## config.mk

```make
export PLATFORM = sky130hd
export DESIGN_NAME = streaming_source_tokenizer_top
export DESIGN_NICKNAME = d
export VERILOG_FILES = /design/src/rtl/core/stt_pkg.sv /design/src/rtl/core/stt_lexer.sv /design/src/rtl/core/stt_result_queue.sv /design/src/rtl/core/streaming_source_tokenizer_top.sv
export SDC_FILE = /design/constraint.sdc
export NUM_CORES = 1
export LEC_CHECK = 0
export BUFFER_PORTS_ARGS = -buffer_cell sky130_fd_sc_hd__buf_2
export CORE_UTILIZATION = 46
export CTS_BUF_LIST = sky130_fd_sc_hd__clkbuf_8
export CTS_CLUSTER_DIAMETER = 80
export DETAILED_ROUTE_END_ITERATION = 10
export GPL_TIMING_DRIVEN = 0
export PLACE_DENSITY = 0.73
export SETUP_SLACK_MARGIN = 0.2
export SYNTH_ARGS = -nofsm -noshare
export SYNTH_HDL_FRONTEND = slang
export SYNTH_SLANG_ARGS = --single-unit
```

## constraint.sdc

```tcl
create_clock -name clk -period 21.6 [get_ports clk]
set_input_delay 6.48 -clock clk [delete_from_list [all_inputs] [get_ports clk]]
set_output_delay 6.48 -clock clk [all_outputs]
set_load 0.02 [all_outputs]
```

## src/rtl/core/stt_pkg.sv

```systemverilog
// ----------------------------------------------------------------------------
// stt_pkg
// shared types, constants and character classes for the source tokenizer
// ----------------------------------------------------------------------------
`default_nettype none

package stt_pkg;

  localparam int POS_WIDTH   = 16;
  localparam int OUT_W       = 16;
  localparam int QUEUE_DEPTH = 8;
  localparam int QPTR_W      = $clog2(QUEUE_DEPTH);
  localparam int QCNT_W      = QPTR_W + 1;
  localparam int MAX_RESULTS = 3;

  localparam logic [POS_WIDTH-1:0] POS_MAX = '1;
  localparam logic [OUT_W-1:0]     OUT_MAX = '1;

  typedef enum logic [1:0] {
    MODE_IDLE = 2'd0,
    MODE_NUM  = 2'd1,
    MODE_WORD = 2'd2
  } mode_t;

  typedef enum logic [3:0] {
    KIND_INT    = 4'd0,
    KIND_PRINTL = 4'd1,
    KIND_VOID   = 4'd2,
    KIND_SEMI   = 4'd3,
    KIND_EQ     = 4'd4,
    KIND_LPAREN = 4'd5,
    KIND_RPAREN = 4'd6,
    KIND_LBRACE = 4'd7,
    KIND_RBRACE = 4'd8,
    KIND_IDENT  = 4'd9,
    KIND_COLON  = 4'd10,
    KIND_STAR   = 4'd11,
    KIND_PLUS   = 4'd12,
    KIND_MINUS  = 4'd13,
    KIND_SLASH  = 4'd14,
    KIND_END    = 4'd15
  } kind_t;

  typedef struct packed {
    kind_t            kind;
    logic [OUT_W-1:0] start;
    logic [OUT_W-1:0] len;
    logic             last;
    logic             ovf;
  } result_t;

  typedef struct packed {
    logic [1:0]                   count;
    result_t [MAX_RESULTS-1:0]    slot;
  } step_out_t;

  function automatic logic is_digit(input logic [7:0] c);
    return (c >= 8'h30) && (c <= 8'h39);
  endfunction

  function automatic logic is_alpha(input logic [7:0] c);
    return ((c >= 8'h61) && (c <= 8'h7a)) || ((c >= 8'h41) && (c <= 8'h5a));
  endfunction

  function automatic logic is_word_end(input logic [7:0] c);
    return (c == 8'h20) || (c == 8'h3a) || (c == 8'h28) || (c == 8'h3b) || (c == 8'h29);
  endfunction

  // punctuation lookup, bit 4 flags a hit
  function automatic logic [4:0] punct_lookup(input logic [7:0] c);
    logic [4:0] r;
    r = 5'd0;
    unique case (c)
      8'h3b:   r = {1'b1, KIND_SEMI};
      8'h3d:   r = {1'b1, KIND_EQ};
      8'h28:   r = {1'b1, KIND_LPAREN};
      8'h29:   r = {1'b1, KIND_RPAREN};
      8'h7b:   r = {1'b1, KIND_LBRACE};
      8'h7d:   r = {1'b1, KIND_RBRACE};
      8'h3a:   r = {1'b1, KIND_COLON};
      8'h2a:   r = {1'b1, KIND_STAR};
      8'h2b:   r = {1'b1, KIND_PLUS};
      8'h2d:   r = {1'b1, KIND_MINUS};
      8'h2f:   r = {1'b1, KIND_SLASH};
      default: r = 5'd0;
    endcase
    return r;
  endfunction

  function automatic logic [7:0] void_char(input logic [1:0] i);
    logic [7:0] r;
    unique case (i)
      2'd0:    r = 8'h76;
      2'd1:    r = 8'h6f;
      2'd2:    r = 8'h69;
      default: r = 8'h64;
    endcase
    return r;
  endfunction

  function automatic logic [7:0] printl_char(input logic [2:0] i);
    logic [7:0] r;
    unique case (i)
      3'd0:    r = 8'h70;
      3'd1:    r = 8'h72;
      3'd2:    r = 8'h69;
      3'd3:    r = 8'h6e;
      3'd4:    r = 8'h74;
      3'd5:    r = 8'h6c;
      default: r = 8'h00;
    endcase
    return r;
  endfunction

  function automatic kind_t word_kind(input logic [POS_WIDTH:0] len,
                                      input logic vm, input logic pm);
    kind_t r;
    if (len == (POS_WIDTH+1)'(4) && vm) begin
      r = KIND_VOID;
    end else if (len == (POS_WIDTH+1)'(6) && pm) begin
      r = KIND_PRINTL;
    end else begin
      r = KIND_IDENT;
    end
    return r;
  endfunction

  function automatic logic [OUT_W-1:0] sat_out(input logic [POS_WIDTH:0] v);
    logic [OUT_W-1:0] r;
    if (v > (POS_WIDTH+1)'(OUT_MAX)) begin
      r = OUT_MAX;
    end else begin
      r = v[OUT_W-1:0];
    end
    return r;
  endfunction

endpackage

`default_nettype wire

```

## src/rtl/core/stt_lexer.sv

```systemverilog
// ----------------------------------------------------------------------------
// stt_lexer
// scan state and the per-character decision, up to three tokens per character
// ----------------------------------------------------------------------------
`default_nettype none

module stt_lexer (
  input  wire logic              clk,
  input  wire logic              rst,
  input  wire logic              go,
  input  wire logic [7:0]        ch,
  input  wire logic              eoi,
  output stt_pkg::step_out_t     step
);
  import stt_pkg::*;

  mode_t                scan_mode, scan_mode_next;
  logic [POS_WIDTH-1:0] char_position, char_position_next;
  logic [POS_WIDTH-1:0] token_start, token_start_next;
  logic                 void_match, void_match_next;
  logic                 printl_match, printl_match_next;
  logic                 overflow_seen, overflow_seen_next;

  logic                 dig, alp, wend;
  logic [4:0]           pk;
  logic                 in_num, in_word, cont, sat, ovf;
  logic [POS_WIDTH-1:0] idx;
  logic [POS_WIDTH:0]   end_pos, len2;
  mode_t                mode_a;
  logic [POS_WIDTH-1:0] ts_a;
  logic                 vm_a, pm_a;
  result_t [3:0]        cand;
  logic [3:0]           cand_v;
  logic [1:0]           cnt;

  always_comb begin
    dig     = is_digit(ch);
    alp     = is_alpha(ch);
    wend    = is_word_end(ch);
    pk      = punct_lookup(ch);
    in_num  = (scan_mode == MODE_NUM);
    in_word = (scan_mode == MODE_WORD);
    idx     = char_position - token_start;
    cont    = (in_num && dig) || (in_word && !wend);

    cand   = '0;
    cand_v = '0;

    // token ended by this character
    cand_v[0]     = (in_num || in_word) && !cont;
    cand[0].kind  = in_num ? KIND_INT : word_kind({1'b0, idx}, void_match, printl_match);
    cand[0].start = sat_out({1'b0, token_start});
    cand[0].len   = sat_out({1'b0, idx});

    mode_a = scan_mode;
    ts_a   = token_start;
    vm_a   = void_match;
    pm_a   = printl_match;

    if (cont) begin
      if (in_word) begin
        vm_a = void_match && (idx < POS_WIDTH'(4)) && (ch == void_char(idx[1:0]));
        pm_a = printl_match && (idx < POS_WIDTH'(6)) && (ch == printl_char(idx[2:0]));
      end
    end else begin
      mode_a = MODE_IDLE;
      if (dig) begin
        mode_a = MODE_NUM;
        ts_a   = char_position;
      end else if (pk[4]) begin
        cand_v[1]     = 1'b1;
        cand[1].kind  = kind_t'(pk[3:0]);
        cand[1].start = sat_out({1'b0, char_position});
        cand[1].len   = OUT_W'(1);
      end else if (alp) begin
        mode_a = MODE_WORD;
        ts_a   = char_position;
        vm_a   = (ch == 8'h76);
        pm_a   = (ch == 8'h70);
      end
    end

    sat = (char_position == POS_MAX);
    char_position_next = sat ? char_position : char_position + POS_WIDTH'(1);
    ovf = overflow_seen || sat;

    // end of text: flush pending token, then end marker
    end_pos = {1'b0, char_position} + (POS_WIDTH+1)'(1);
    len2    = end_pos - {1'b0, ts_a};
    cand_v[2]     = eoi && ((mode_a == MODE_NUM) || (mode_a == MODE_WORD));
    cand[2].kind  = (mode_a == MODE_NUM) ? KIND_INT : word_kind(len2, vm_a, pm_a);
    cand[2].start = sat_out({1'b0, ts_a});
    cand[2].len   = sat_out(len2);
    cand_v[3]     = eoi;
    cand[3].kind  = KIND_END;
    cand[3].start = sat_out(end_pos);
    cand[3].len   = '0;

    step = '0;
    cnt  = '0;
    for (int k = 0; k < 4; k++) begin
      if (cand_v[k] && cnt < 2'd3) begin
        step.slot[cnt] = cand[k];
        step.slot[cnt].ovf = ovf;
        cnt = cnt + 2'd1;
      end
    end
    for (int k = 0; k < MAX_RESULTS; k++) begin
      step.slot[k].last = (2'(k) == cnt - 2'd1);
    end
    step.count = go ? cnt : 2'd0;

    if (eoi) begin
      scan_mode_next     = MODE_IDLE;
      token_start_next   = '0;
      void_match_next    = 1'b0;
      printl_match_next  = 1'b0;
      overflow_seen_next = 1'b0;
      char_position_next = '0;
    end else begin
      scan_mode_next     = mode_a;
      token_start_next   = ts_a;
      void_match_next    = vm_a;
      printl_match_next  = pm_a;
      overflow_seen_next = ovf;
    end
  end

  always_ff @(posedge clk) begin
    if (rst) begin
      scan_mode     <= MODE_IDLE;
      char_position <= '0;
      token_start   <= '0;
      void_match    <= 1'b0;
      printl_match  <= 1'b0;
      overflow_seen <= 1'b0;
    end else if (go) begin
      scan_mode     <= scan_mode_next;
      char_position <= char_position_next;
      token_start   <= token_start_next;
      void_match    <= void_match_next;
      printl_match  <= printl_match_next;
      overflow_seen <= overflow_seen_next;
    end
  end

endmodule

`default_nettype wire

```

## src/rtl/core/stt_result_queue.sv

```systemverilog
// ----------------------------------------------------------------------------
// stt_result_queue
// small token queue, takes up to three tokens a cycle and hands out one unless pop_stall holds
// ----------------------------------------------------------------------------
`default_nettype none

module stt_result_queue (
  input  wire logic              clk,
  input  wire logic              rst,
  input  wire stt_pkg::step_out_t push,
  output logic                   room,
  output logic                   head_valid,
  output stt_pkg::result_t       head,
  input  wire logic              pop_stall
);
  import stt_pkg::*;

  result_t             entries [QUEUE_DEPTH];
  logic [QPTR_W-1:0]   wr_ptr, rd_ptr;
  logic [QCNT_W-1:0]   count, count_next;
  logic                pop;

  always_comb begin
    head_valid = (count != '0);
    head       = entries[rd_ptr];
    pop        = head_valid && !pop_stall;
    room       = (count <= QCNT_W'(QUEUE_DEPTH - MAX_RESULTS));
    count_next = count + QCNT_W'(push.count) - QCNT_W'(pop);
  end

  always_ff @(posedge clk) begin
    for (int k = 0; k < MAX_RESULTS; k++) begin
      if (2'(k) < push.count) begin
        entries[wr_ptr + QPTR_W'(k)] <= push.slot[k];
      end
    end
  end

  always_ff @(posedge clk) begin
    if (rst) begin
      wr_ptr <= '0;
      rd_ptr <= '0;
      count  <= '0;
    end else begin
      wr_ptr <= wr_ptr + QPTR_W'(push.count);
      rd_ptr <= rd_ptr + QPTR_W'(pop);
      count  <= count_next;
    end
  end

endmodule

`default_nettype wire

```

## src/rtl/core/streaming_source_tokenizer_top.sv

```systemverilog
// ----------------------------------------------------------------------------
// streaming_source_tokenizer_top
// character-in, token-out lexer with input register and token queue
// ----------------------------------------------------------------------------
// path: input register, then lexer and token queue, before a token is offered
// throughput: one character per cycle while the eight-entry token queue has
//   room for three tokens; output drains one token per cycle while out_stall is low
// reset: synchronous, clears scan state, position counter and queue
`default_nettype none

module streaming_source_tokenizer_top (
  input  wire logic        clk,
  input  wire logic        rst,
  input  wire logic        in_valid,
  output logic             in_stall,
  input  wire logic [7:0]  character,
  input  wire logic        end_of_input,
  output logic             out_valid,
  input  wire logic        out_stall,
  output logic [3:0]       token_kind,
  output logic [15:0]      start_pos,
  output logic [15:0]      token_length,
  output logic             last_of_run,
  output logic             overflow
);
  import stt_pkg::*;

  logic        in_q_valid;
  logic [7:0]  char_q;
  logic        eoi_q;
  logic        room, go, load;
  step_out_t   step;
  result_t     head;

  assign go       = in_q_valid && room;
  assign in_stall = in_q_valid && !room;
  assign load     = in_valid && !in_stall;

  always_ff @(posedge clk) begin
    if (rst) begin
      in_q_valid <= 1'b0;
    end else if (load) begin
      in_q_valid <= 1'b1;
    end else if (go) begin
      in_q_valid <= 1'b0;
    end
  end

  always_ff @(posedge clk) begin
    if (load) begin
      char_q <= character;
      eoi_q  <= end_of_input;
    end
  end

  stt_lexer u_lexer (
    .clk  (clk),
    .rst  (rst),
    .go   (go),
    .ch   (char_q),
    .eoi  (eoi_q),
    .step (step)
  );

  stt_result_queue u_queue (
    .clk        (clk),
    .rst        (rst),
    .push       (step),
    .room       (room),
    .head_valid (out_valid),
    .head       (head),
    .pop_stall  (out_stall)
  );

  assign token_kind   = head.kind;
  assign start_pos    = head.start;
  assign token_length = head.len;
  assign last_of_run  = head.last;
  assign overflow     = head.ovf;

endmodule

`default_nettype wire

```

==> out/metrics.yaml, run 1 <==
yosys:
  yosys_warnings: 0
  ys_async_sr_fraction_pct: 0
  synth_cell_type_count: 86
  synth.avg_cell_area_um2: 10.3
  syn_inst: 2264
  syn-num-nets: 2340
  ys_ff_latch: 361
  seq_area_frac_synth_pct: 44.6
  synth_area_mm2: 0.0233
  synthFlopType: "edfxtp_1"
  synth-edff-count: 313
critical_path:
  cp.arrival_ps: 4130
  worstPathMaxFanout: 10
  worst_setup_path_start_kind: "flop"
  worstSetupEndpointType: "output port"
  worstSetupPathType: "reg2out"
  worst_ep_required_time_ps: 15120
finish:
  area_delta_synth_final_pct: 12.0
  multiInputGateArea_mm2: 0.0120
  layout-drive-gt1-share_pct: 13.6
  regArea_mm2: 0.0104
  fillers: 4467
  fin_nets: 2477
  fin_util_pct: 52.1
die:
  dieArea_mm2: 0.0514
  die_h_um: 227
  die_w_um: 227
  core_area_mm2: 0.0500
  io_pins: 53
  fp-row-count: 82
  start_util_pct: 46.5
detailed_routing:
  drt_iter0_markers: 4067
  drc: 0
  first_pass_iters: 10
  wl_um: 100000
  vias_per_cell: 7.12
  routedWlPerCell_um: 32.1
  vias: 22200
  antenna_left: 0
sta:
  rsz0062_at_grt: "false"
  fmaxAchievable_ghz: 0.0943
  period_needed_ps: 10610
  skew_ps: 48.9
  maxSlewViolCount: 0
  period_share_pct: 49.1
  final_hold_viol_count: 0
  setup_tns_ps: 0
  worst_pin_slew_ps: 1460
  maxSlewHeadroom_pct: 2.62
  setup_viol: 0
status:
  status: "finished, final reports clean"
clocking:
  clock_path_buffers: 3
  worstSkewPairLatency_ps: 720
  cts_inserted_buffers: 66
  cts_sinks: 361
  cts.clk_slew.worst_paths_ps: 60
  cts_hold_buffers: 0
  htree_levels: 3
  cts_tree: "done"
  ctsResizeCount: 0
  post_cts_buffers: 0
  cts_root_buf: "clkbuf_8"
pwr:
  power.leakage_nw: 8.58
  ir_drop_uv: 54.3
  power.density_mw_per_mm2: 80.1
global_routing:
  grt_pass1_wl_um: 142000
  antenna_found_initial: 2
  grt_max_degree: 22
  gr-total-overflow: 0
  grt_pass1_vias: 21000
  grt_usage_pct: 38.9
place:
  routabilityCongestion: 1.01
  hpwl_um: 72800
  port_buffers: 51
min_path:
  hold_class: "reg2reg"
job:
  maxCapViolations: 0
[through the flow]
stage	setup slack, ps	area (um^2)	power (mW)	hold WS (ps)	cells
after floorplan	12790	23300	1.25	493	2264
after global placement	9940	24300	1.44	511	2987
after detailed placement	11400	24800	1.45	531	3005
after CTS	10690	26000	2.07	544	3121
after global routing	10760	26000	2.14	583	3121
final	10990	26100	2.09	540	3122
[registers in the layout, indices dropped and copies added, names as in the netlist]
signal,cells
u_lexer.scan_mode,2
u_lexer.token_start,16
u_lexer.printl_match,1
u_queue.rd_ptr,3
u_lexer.char_position,16
char_q,8
u_queue.count,4
in_q_valid,1
u_queue.wr_ptr,3
eoi_q,1
u_lexer.void_match,1
u_lexer.overflow_seen,1
u_queue.entries,304
[cell type report]
type                    instances  area share (%)
diodes                          1         0.00961
flip-flops and latches        361            39.8
inverters                      64           0.922
clock buffers                  67            3.54
well taps                     672            3.23
multi-input cells            1653            46.2
plain buffers                 186            2.80
repair buffers                 69            2.49
clock inverters                49            1.08
[worst paths after layout]
| path | from | end | slack [ps] | cells past startpoint |
|---|---|---|---|---|
| worst max-delay path | u_queue.rd_ptr[0] | last_of_run | 10990 | 6 |
| worst min-delay path | u_lexer.token_start[7] | u_lexer.token_start[7] | 540 | 2 |
| worst max register to register | char_q[4] | u_queue.entries[6][17] | 13600 | 25 |
| worst min register to register | u_lexer.token_start[7] | u_lexer.token_start[7] | 540 | 2 |
[cell usage after synthesis (all sizes together) (18+ instances only)]
cell type | instances | share of area [%]
xor2 | 29 | 1.1
mux2 | 52 | 2.5
a21o | 26 | 0.84
and3 | 18 | 0.48
edfxtp | 313 | 40
nand2b | 19 | 0.51
a21oi | 82 | 1.8
nand2 | 392 | 6.3
dfxtp | 48 | 4.1
nor2 | 156 | 2.5
o21ai | 85 | 1.8
xnor2 | 26 | 1.1
o221ai | 267 | 10
clkbuf | 158 | 2.6
buf | 28 | 0.57
nand3 | 37 | 0.80
mux4 | 76 | 7.4
nor3 | 26 | 0.65
a22oi | 54 | 1.7
inv | 62 | 1.0
ha | 59 | 3.2
o22ai | 37 | 1.0
[power by group]
group	internal (mW)	switching, mW	total [mW]
Combinational	0.243	0.400	0.642
Clock	0.306	0.324	0.630
Sequential	0.804	0.0119	0.816
[layout by cell type, fill, tap and decap left out, drive strengths merged, types with 16 or more instances in the layout]
cell type	n
nor3	26
a221oi	16
edfxtp	313
o221ai	267
ha	59
and3	18
clkinv	25
a22oi	54
o21ai	85
nor2	156
a221o	16
nand2b	19
a21o	26
mux4	76
dfxtp	48
o21a	16
inv	83
o22ai	37
mux2	52
a21oi	82
clkbuf	227
nand3	37
nand2	392
xor2	29
buf	95
xnor2	26
[critical path, cell delays in order (launching register included)]
cell and delay [ps]:
dfxtp_1 350, clkbuf_1 250, buf_1 830, buf_1 900, mux4_2 600, mux2_2 320, buf_2 170
[metal layers]
| metal | part of all wire, % | wire length, um | track usage (%) | up-vias |
|---|---|---|---|---|
| li1 | - | - | - | 9200 |
| met1 | 36 | 36200 | 49.3 | 10700 |
| met2 | 44 | 43700 | 59.2 | 1952 |
| met3 | 14 | 13600 | 11.2 | 411 |
| met4 | 6.7 | 6740 | 22.7 | 2 |
| met5 | 0.013 | 13 | 0 | - |
[cells by family (layout without fill, tap and decap cells)]
kind of cell             Yosys count  after routing  synth area share, %
adder cells (fa/ha/maj)           63             63                 3.52
flip-flops                       361            361                 44.6
other                              0              1                    0
buffers and inverters            250            435                 4.15
AND/OR/NAND/NOR                  726            726                 13.6
multiplexers                     136            136                 10.2
AO/OA/AOI/OAI                    673            673                 21.8
XOR/XNOR                          55             55                 2.18
No activity file was read; power rests on OpenSTA's default activity.
==> run 2: changes to the inputs <==
Settings changed: PLACE_DENSITY 0.73 to 0.75.
Clock period 21.6 ns to 9.3 ns, I/O delays scaled along.
==> out/metrics.yaml, run 2 (synthesis gave the netlist of run 1 again) <==
sta:
  maxSlewViolCount: 0  # unchanged
  period_needed_ps: 7840
  maxSlewHeadroom_pct: 1.59  # -1.0 points
  rsz0062_at_grt: "false"
  fmaxAchievable_ghz: 0.128
  worst_pin_slew_ps: 1480  # +15.4 ps
  skew_ps: 52.6  # +3.69 ps
  setup_viol: 0  # unchanged
  period_share_pct: 84.3
  final_hold_viol_count: 0  # unchanged
finish:
  regArea_mm2: 0.0104  # unchanged
  final_cell_mix: "nand2_1, edfxtp_1, o221ai_1, clkbuf_1, nor2_1"
  fin_nets: 2475  # -0.081%
  area_delta_synth_final_pct: 11.7
  top_regs: "u_queue.entries: 304 flops, u_lexer.char_position: 16 flops, u_lexer.token_start: 16 flops"
  fillers: 4494  # +0.60%
  fin_util_pct: 52.0  # -0.14 points
  design_area_mm2: 0.0260  # -0.26%
  regMostFlops: "u_queue.entries"
  layout_commonest_cell: "nand2_1"
  largest_reg_flops: 304  # unchanged
  multiInputGateArea_mm2: 0.0120  # unchanged
  layout-drive-gt1-share_pct: 13.3  # -0.39 points
pwr:
  ir_drop_uv: 109  # +100%
  sw_frac_of_total_pct: 35.0  # -0.22 points
  power.leakage_nw: 8.58  # about the same
  total_power_mw: 4.87  # +130%
  combPwrFrac_pct: 30.8  # about the same
  power.density_mw_per_mm2: 187  # +130%
  p_int_mw: 3.16  # +130%
  net-switching-power_mw: 1.70  # +130%
  seq_power_share_pct: 39.0  # about the same
  p_clk_share_pct: 30.3  # about the same
detailed_routing:
  antenna_left: 0  # unchanged
  drt_iter0_markers: 3977  # -2.2%
  vias: 22700  # +2.1%
  vias_per_cell: 7.28  # +2.3%
  wl_um: 102000  # +1.8%
  drc: 0  # unchanged
  routedWlPerCell_um: 32.7  # +1.9%
  first_pass_iters: 6  # -4
clocking:
  htree_levels: 3  # unchanged
  clock_path_buffers: 3  # unchanged
  cts_hold_buffers: 0  # unchanged
  ctsResizeCount: 0  # unchanged
  post_cts_buffers: 0  # unchanged
  cts.clk_slew.worst_paths_ps: 70  # about the same
  cts_tree: "done"
  cts_root_buf: "clkbuf_8"
  cts_sinks: 361  # unchanged
  worstSkewPairLatency_ps: 690  # -30 ps
  cts_inserted_buffers: 66  # unchanged
critical_path:
  worstSetupPathType: "reg2reg"
  rr_worst_depth: 25  # unchanged
  path_depth: 25  # +19
  r2r_setup_slack_ps: 1460  # -12140 ps
  critPathSlowestCell: "clkbuf_1"
  timing.rr.end: "u_queue.entries[3][15]"
  worstPathMaxFanout: 20  # +10
  max_stage_delay_ps: 790  # -110 ps
  rr_startpoint: "char_q[1]"
  path_buf_inv: 8  # +4
  cp.arrival_ps: 8240  # +4110 ps
  critPathTopFamily: "buffers and inverters"
  worst_setup_path_start_kind: "flop"
  worstSetupEndpointType: "flop"
  worst_ep_required_time_ps: 9700  # -5420 ps
global_routing:
  grt_usage_pct: 39.5  # +0.51 points
  grt_pass1_vias: 21100  # +0.57%
  gr-usage-met2_pct: 57.9  # -1.4 points
  grt_pass1_wl_um: 144000  # +1.3%
  antenna_found_initial: 4  # +2
  gr-total-overflow: 0  # unchanged
  grt_util_met3_pct: 12.1  # +0.89 points
  grt_max_degree: 23  # +4.5%
  busiest_layer: "met2"
  met1_usage_pct: 49.8  # +0.54 points
place:
  hpwl_um: 73000  # +0.36%
  port_buffers: 51  # unchanged
  place_area_mm2: 0.0248  # -0.23%
  routabilityCongestion: 1.01  # unchanged
min_path:
  hold-path-endpoint: "u_lexer.token_start[7]"
  whs_path_depth: 2  # unchanged
  min-delay-start: "u_lexer.token_start[7]"
  hold_class: "reg2reg"
die:
  dieArea_mm2: 0.0514  # unchanged
  die_w_um: 227  # unchanged
  io_pins: 53  # unchanged
  die_h_um: 227  # unchanged
  core_area_mm2: 0.0500  # unchanged
  start_util_pct: 46.5  # unchanged
  fp-row-count: 82  # unchanged
job:
  maxCapViolations: 0  # unchanged
status:
  status: "finished, final reports clean"
-- run 2: changes by cell type in the layout (fill, tap and decap cells not counted), moves of 2 or more --
cell,previous run,this run
buf_12,2,4
buf_16,9,6
clkinv_2,11,7
clkinvlp_4,4,0
inv_1,77,83
-- run 2: layout make-up --
cell class,count,area share [%]
clock inverters,46,0.987
diodes,1,0.00963
clock buffers,68,3.60
repair buffers,67,2.27
well taps,672,3.24
flip-flops and latches,361,39.9
inverters,64,0.925
multi-input cells,1653,46.3
plain buffers,186,2.81
-- run 2: worst max-delay path by stage --
stage | start | end
6_report | char_q[1] | u_queue.entries[3][15]
5_1_grt | char_q[1] | u_queue.entries[6][11]
4_1_cts | char_q[1] | u_queue.entries[6][14]
3_5_place_dp | char_q[4] | u_queue.entries[6][13]
3_3_place_gp | char_q[4] | u_queue.entries[7][13]
2_1_floorplan | char_q[1] | u_queue.entries[3][0]
-- run 2: power groups by stage --
| stage | Combinational, mW | Clock [mW] | Sequential [mW] |
|---|---|---|---|
| after global placement | 1.41 | 0 | 1.94 |
| after floorplan | 0.972 | 0 | 1.92 |
| after CTS | 1.46 | 1.45 | 1.89 |
| after global routing | 1.57 | 1.52 | 1.90 |
| after detailed placement | 1.45 | 0 | 1.93 |
| final | 1.50 | 1.47 | 1.90 |
-- run 2: worst reg2reg max path, delay by kind of cell, from the launching register on --
kind / cells / cell delay [ps]
AND/OR/NAND/NOR: 10 / 1490
buffers and inverters: 8 / 3240
flip-flops: 1 / 330
adder cells (fa/ha/maj): 2 / 620
AO/OA/AOI/OAI: 5 / 1860
-- run 2: layer usage --
| layer | wire length (um) | vias to the layer above |
|---|---|---|
| li1 | - | 9198 |
| met1 | 36000 | 10800 |
| met2 | 43100 | 2158 |
| met3 | 15100 | 520 |
| met4 | 7810 | 6 |
| met5 | 44 | - |
-- run 2: per-stage QoR --
stage	std cells	TNS, ps	setup WS (ps)	hold WS (ps)
6_report	3118	0	1460	546
4_1_cts	3117	0	1730	545
5_1_grt	3117	0	1100	595
2_1_floorplan	2264	0	1990	493
3_3_place_gp	2987	-643210	-2380	511
3_5_place_dp	3003	0	1800	536
